## src/hdl/gwvg_pkg.sv

```systemverilog
// Shared types, constants and fixed-point helpers for the waypoint guidance core.
// No dependencies; every other file in hdl/ but gwvg_if.sv refers to this package by scoped name.
package gwvg_pkg;

  // Stages of the restoring square root: one per result bit, for radicands below 2^62.
  localparam int unsigned SQRT_STAGES = 31;
  localparam int unsigned SQRT_W      = 62;

  localparam logic signed [33:0] HALF_TURN_E7 = 34'sd1800000000;
  localparam logic signed [33:0] TURN_E7      = 34'sd3600000000;
  localparam logic signed [31:0] E7_TO_BAM    = 32'sd1281023894;
  localparam logic signed [33:0] CORDIC_K     = 34'sd652032874;
  localparam logic signed [33:0] Q30_ONE      = 34'sd1073741824;
  localparam logic signed [33:0] HALF_TURN_B  = 34'sd2147483648;
  localparam logic [32:0]        RANGE_SCALE  = 33'd8006034718;
  localparam logic [30:0]        RANGE_MAX    = 31'd2001600000;
  localparam logic [15:0]        CDEG_TURN    = 16'd36000;
  localparam logic signed [21:0] ALT_BAND_CM  = 22'sd100;

  typedef enum logic [2:0] {
    REG_TARGET_LAT    = 3'd0,
    REG_TARGET_LON    = 3'd1,
    REG_TARGET_ALT    = 3'd2,
    REG_ARRIVAL_RAD   = 3'd3,
    REG_SPEED_LIMIT   = 3'd4,
    REG_CLIMB_LIMIT   = 3'd5
  } cfg_reg_e;

  typedef logic signed [33:0] q30_t;

  typedef struct packed {
    logic signed [14:0] down;
    logic               near;
  } alt_side_t;

  typedef struct packed {
    logic [30:0] range;
    logic [15:0] cdeg;
    logic [14:0] speed;
  } range_side_t;

  // Arctangent of 2^-i in binary angle units (2^32 per turn).
  localparam logic signed [33:0] ATAN_BAM [32] = '{
    34'sh020000000, 34'sh012E4051E, 34'sh009FB385B, 34'sh0051111D4,
    34'sh0028B0D43, 34'sh00145D7E1, 34'sh000A2F61E, 34'sh000517C55,
    34'sh00028BE53, 34'sh000145F2F, 34'sh0000A2F98, 34'sh0000517CC,
    34'sh000028BE6, 34'sh0000145F3, 34'sh00000A2FA, 34'sh00000517D,
    34'sh0000028BE, 34'sh00000145F, 34'sh000000A30, 34'sh000000518,
    34'sh00000028C, 34'sh000000146, 34'sh0000000A3, 34'sh000000051,
    34'sh000000029, 34'sh000000014, 34'sh00000000A, 34'sh000000005,
    34'sh000000003, 34'sh000000001, 34'sh000000001, 34'sh000000000
  };

  // Q30 product, rounded half up.
  function automatic q30_t mulq(input q30_t a, input q30_t b);
    logic signed [67:0] p;
    p = a * b + 68'sd536870912;
    return p[63:30];
  endfunction

  // Fold a difference of degree*1e7 values into [-180, 180) degrees.
  function automatic logic signed [31:0] wrap_e7(input logic signed [33:0] d);
    logic signed [33:0] r;
    r = d;
    if (d >= HALF_TURN_E7) begin
      r = d - TURN_E7;
    end else if (d < -HALF_TURN_E7) begin
      r = d + TURN_E7;
    end
    return r[31:0];
  endfunction

  // Degree*1e7 to binary angle, rounded half up, modulo one turn.
  function automatic logic [31:0] e7_to_bam(input logic signed [31:0] r);
    logic signed [63:0] p;
    p = r * E7_TO_BAM;
    p = p + 64'sd536870912;
    return p[61:30];
  endfunction

endpackage

```

## src/hdl/gwvg_sqrt.sv

```systemverilog
// Pipelined restoring square root of a Q30 value, one result bit per stage.
// Depends on gwvg_pkg. Each of the SQRT_STAGES stages ends in a register.
module gwvg_sqrt (
  input  logic        clk_i,
  input  logic        en_i,
  input  logic [30:0] a_i,
  output logic [30:0] r_o
);

  localparam int unsigned N = gwvg_pkg::SQRT_STAGES;
  localparam int unsigned W = gwvg_pkg::SQRT_W;

  logic [W-1:0] v_in [N];
  logic [W-1:0] r_in [N];
  logic [W-1:0] v_q  [N];
  logic [W-1:0] r_q  [N];

  // The radicand is a << 30, so its root is again in Q30.
  assign v_in[0] = W'({a_i, 30'b0});
  assign r_in[0] = '0;

  for (genvar j = 0; j < N; j++) begin : g_bit
    localparam logic [W-1:0] BIT = W'(1) << (2 * (N - 1 - j));
    logic [W-1:0] rb;

    if (j > 0) begin : g_link
      assign v_in[j] = v_q[j-1];
      assign r_in[j] = r_q[j-1];
    end

    assign rb = r_in[j] + BIT;

    always_ff @(posedge clk_i) begin
      if (en_i) begin
        if (v_in[j] >= rb) begin
          v_q[j] <= v_in[j] - rb;
          r_q[j] <= (r_in[j] >> 1) + BIT;
        end else begin
          v_q[j] <= v_in[j];
          r_q[j] <= r_in[j] >> 1;
        end
      end
    end
  end

  assign r_o = r_q[N-1][30:0];

endmodule

```

## config.mk

```make
export PLATFORM = sky130hd
export DESIGN_NAME = gwvg_sqrt
export DESIGN_NICKNAME = d
export VERILOG_FILES = /design/src/hdl/gwvg_pkg.sv /design/src/hdl/gwvg_sqrt.sv
export SDC_FILE = /design/constraint.sdc
export NUM_CORES = 2
export LEC_CHECK = 0
export ABC_AREA = 1
export ABC_CLOCK_PERIOD_IN_PS = 5700
export BUFFER_PORTS_ARGS = -buffer_cell sky130_fd_sc_hd__buf_2
export CAP_MARGIN = 30
export CORE_MARGIN = 2
export CORE_UTILIZATION = 40
export DETAILED_ROUTE_END_ITERATION = 10
export GPL_TIMING_DRIVEN = 0
export PLACE_DENSITY = 0.6
export SYNTH_ARGS = -nofsm -noshare
export SYNTH_HDL_FRONTEND = slang
export SYNTH_SLANG_ARGS = --single-unit
```

## constraint.sdc

```tcl
create_clock -name clk_i -period 5.7 [get_ports clk_i]
set_input_delay 1.14 -clock clk_i [delete_from_list [all_inputs] [get_ports clk_i]]
set_output_delay 1.14 -clock clk_i [all_outputs]
set_load 0.03 [all_outputs]
```

* Yosys cells after proc, flatten, opt, wreduce, memory -nomap -nowiden *
Memories as Yosys holds them, arrays and structs flattened.
Index checks and enable logic that the tools add are counted.

storage, ports and cells
  bits in registers = 0
  bits in writable memories = 3844
  input port bits = 33
  output and inout bits = 31
  logic and storage cells = 434
  memories = 2

operators by class
  $add $sub $neg = 91
  magnitude comparators = 31
  mux-type cells = 248
  bitwise operators = 62

memories
  name  depth  bits a word  read ports  clocked after memory_dff  wr ports  line             source
  r_q   31     62           31          0                         31        gwvg_sqrt.sv:16  logic [W-1:0] r_q [N];
  v_q   31     62           30          0                         31        gwvg_sqrt.sv:15  logic [W-1:0] v_q [N];

operators by type and width
  operator                count
  $mux 62                 62
  $ge 62x62->1            30
  $sub 62x62->62          30
  $mux 1                  186
  $add 61x1->62 const B   1
  $add 61x11->62 const B  1
  $add 61x13->62 const B  1
  $add 61x15->62 const B  1
  $add 61x17->62 const B  1
  $add 61x19->62 const B  1
  $add 61x21->62 const B  1
  $add 61x23->62 const B  1
  $add 61x25->62 const B  1
  $add 61x27->62 const B  1
  $add 61x29->62 const B  1
  $add 61x3->62 const B   1
  $add 61x31->62 const B  1
  $add 61x33->62 const B  1
  $add 61x35->62 const B  1
  $add 61x37->62 const B  1
  $add 61x39->62 const B  1
  $add 61x41->62 const B  1
  $add 61x43->62 const B  1
  $add 61x45->62 const B  1
  43 further kinds        104

* Depth between registers and ports, before layout *
An unclocked memory read counts as a cell.

  depth in word-level cells = 7
  mapped depth = 18
  depth with buffers taken out = 17

* Worst setup path before layout *
No wires, ideal clock.

  kind = input port to flip-flop
  start point = input port en_i
  end point = memory r_q[1][808] (netlist name) (enable)
  arrival time = 4115 ps
  data required time = 5221 ps
  slack = 1106 ps
  cell stages on the path = 4
  buffers on the path = 4
  path through = buf_4 -> buf_6 -> clkbuf_1 -> clkbuf_1

RTL lines
  what                line             source
  start: declaration  gwvg_sqrt.sv:5   input logic en_i,
  end: declaration    gwvg_sqrt.sv:16

==> results by group <==
Synthesis
  • Synth area leaders: edfxtp_1 46%, nand2_1 14%, inv_1 8.7%
  • Synth Area in XOR/XNOR: 0.03683
  • Largest family of logic cells by synthesized area: simple AND/OR/NAND/NOR gates
  • Mux contribution to synthesized area: 0
  • Synth top area share: 0.4572
  • Syn Inst Count: 14050
  • Post-Syn Nets: 14590
  • Synthesized area: 108400 um2
  • Fraction of registers with async set/reset: 0
  • Post-synth EDFFs: 1651
  • Avg Inst Size Synth: 7.720 um2
  • Syn. warnings: 0
  • Register area share after synthesis: 0.4572
  • Ys flop type: edfxtp_1
  • Synth Area in Compound Gates: 0.06267
  • Simple-Gate Fraction of Synth Area: 0.2886
  • Post-Synth Adder-Cell Area: 0.05946
  • Netlist cell types: 57
  • Top-count cell post-synth: nand2_1
  • Post-synth top area cell: edfxtp_1
  • Synth Register Bits: 1651
  • Top cells by count, synth: 4163 x nand2_1, 2513 x inv_1, 1651 x edfxtp_1, 1619 x nor2_1, 851 x nand3_1

Layout
  • Sequential Area: 49580 um2
  • Area grow syn2layout: 10.80%
  • Filler Cell Count: 27300
  • Core Util, Final: 0.4446
  • Layout cells sized above 1: 0.04502
  • Final #Nets: 14870
  • Area of the multi-input gates: 48530 um2

Route
  • Routed Antenna Nets: 0
  • Drt wl/cell: 19.69 um
  • Via density per instance: 5.108
  • First-pass detailed-route iteration total: 8
  • Final WL: 355400 um
  • DRC: 0
  • Via count: 92230
  • DR iter-0 viols: 8952

Power
  • Peak VDD IR: 256.9 uV
  • Psw: 15.63 mW
  • Switching Fraction: 0.3670
  • Clock group share of total power: 0.294
  • Combinational Power Share: 0.303
  • Power per cell area: 354.4 nW/um2
  • Pleak: 54.62 nW
  • P_int: 26.95 mW
  • Sequential share of power: 0.404
  • Total Power: 42.58 mW

Global routing
  • Initial antenna violation count: 12
  • Total track usage: 0.2510
  • Largest net degree at the start of global routing: 72
  • Total gr overflow: 0
  • Global-route wire length before repair: 528000 um
  • Vias in the first global route: 85640

Flow run
  • Max Cap Viol: 0

Die
  • Starting density of the core: 0.4012
  • IO Count: 64
  • Die width: 524.7 um
  • Core footprint: 270300 um2
  • Row count: 191
  • Total die area: 275300 um2
  • Die height: 524.7 um

STA
  • PnR worst setup slack: 1.129 ns
  • Hold_ws: 0.4237 ns
  • Final hold vios: 0
  • F_max: 218.8 MHz
  • Final worst path period share: 0.8019
  • Fin Setup TNS: 0 ns
  • Post-route minimum period: 4.571 ns
  • Final Max Slew Viols: 0
  • Max-slew headroom: 0.3150
  • Skew final: 0.06828 ns
  • Final setup violation count: 0
  • Worst-Margin Slew: 1.018 ns
  • RSZ-0062 raised after global routing: no

Setup path
  • Crit-path max FO: 10
  • CP Launch Type: input port
  • Worst Path Required: 6.31 ns
  • Setup CP Type: input port to register
  • Cells on worst reg2reg path: 16
  • FF-to-FF End: v_q[1][391]
  • Critical Path AT: 5.18 ns
  • Worst reg-to-reg setup slack: 1.64 ns
  • CP Capture Type: register
  • Worst r2r src: r_q[1][328]

Min path
  • Hold Path Depth: 1
  • Hold Path Origin: a_i[24]
  • Hold crit path type: input port to register
  • Hold path endpoint: v_q[0][54]

Clocking
  • Clock root buffer: clkbuf_16
  • Worst-path clk slew: 0.06 ns
  • Post-CTS Setup Repair Bufs: 0
  • CTS Buf Count: 191
  • Htree depth: 4
  • Post_cts resized: 0
  • Post-CTS Hold Buffers: 0
  • Clk buf depth: 4
  • Clock sink count: 1651
  • Skew-Pair Late Insertion Delay: 0.89 ns
  • CTS tree: yes

Placed design
  • DP HPWL: 290600 um
  • Placement Setup Slack: 0.1831 ns
  • PortBufs: 63
  • RePlAce Congestion: 0.9582

Outcome
  • Status: complete, no violations
[per-layer routing]
layer | vias to the layer above | track usage | wire, um
met5 | - | 0 | 0
met3 | 494 | 0.02523 | 19730
met1 | 42970 | 0.3536 | 163200
met4 | 0 | 0.07623 | 11230
li1 | 46090 | - | -
met2 | 2676 | 0.4067 | 161300
[cell type report]
class / count / share of cell area
timing repair buffer: 87 / 0.007122
inverter: 2531 / 0.07909
multi-input combinational: 9732 / 0.4039
clock inverter: 126 / 0.01142
tap: 3570 / 0.03717
antenna: 4 / 0.00008330
buffer: 133 / 0.007487
clock buffer: 222 / 0.04110
sequential: 1651 / 0.4126
[worst max-delay path: stages]
cell and delay (ns):
buf_2 0.43, buf_4 0.55, buf_6 0.37, buf_4 0.56, buf_2 0.84, nand4_1 0.71, nand2_1 0.38, inv_1 0.13
[worst max path at each step]
stage	from	end
finish	en_i	v_q[0][990]
global route	en_i	v_q[0][990]
CTS	en_i	v_q[0][990]
detailed placement	en_i	v_q[0][990]
global placement	en_i	r_q[1][824]
floorplan	en_i	r_q[1][808]
[sequential cells by signal, indices dropped and copies added, names as in the netlist]
register,flops
v_q,1156
r_q,495
[power by group through the flow]
| stage | sequential, mW | clock (mW) | combinational, mW |
|---|---|---|---|
| floorplan | 16.6 | 0 | 8.97 |
| global placement | 17.5 | 0 | 12.6 |
| detailed placement | 17.4 | 0 | 12.7 |
| CTS | 17.2 | 12.8 | 12.7 |
| global route | 17.3 | 13.2 | 14.4 |
| finish | 17.2 | 12.5 | 12.9 |
[stage by stage]
step | cells | instance area (um2)
floorplan | 14050 | 108400
global placement | 17680 | 113200
detailed placement | 17700 | 113800
CTS | 18050 | 120100
global route | 18050 | 120200
finish | 18060 | 120200
[cells by family (layout without fill, tap and decap cells)]
group / Yosys count / count (layout)
buf+inv: 2664 / 3099
simple gates: 7475 / 7475
other cells: 0 / 4
xor+xnor: 456 / 456
flops: 1651 / 1651
fa+ha+maj: 507 / 507
compound gates: 1294 / 1294
[cell usage in the layout (no fill, tap or decap), drive strengths merged, types with 3 or more instances in the layout]
master,instances
xnor2,293
nand3b,83
fa,14
nor3b,6
buf,184
a31oi,6
nor4,96
nand2,4190
o21bai,30
nor4b,3
o21ai,529
nand3,868
ha,493
or2,25
nor3,223
a21boi,16
nor2,1638
o2111ai,4
clkbuf,258
clkinv,71
bufinv,24
and2,19
diode,4
nand4,309
a21o,14
inv,2550
and3,13
xor2,163
o21a,8
edfxtp,1651
a211oi,6
o211ai,3
clkinvlp,12
a21oi,674
No activity file was read; power rests on OpenSTA's default activity.
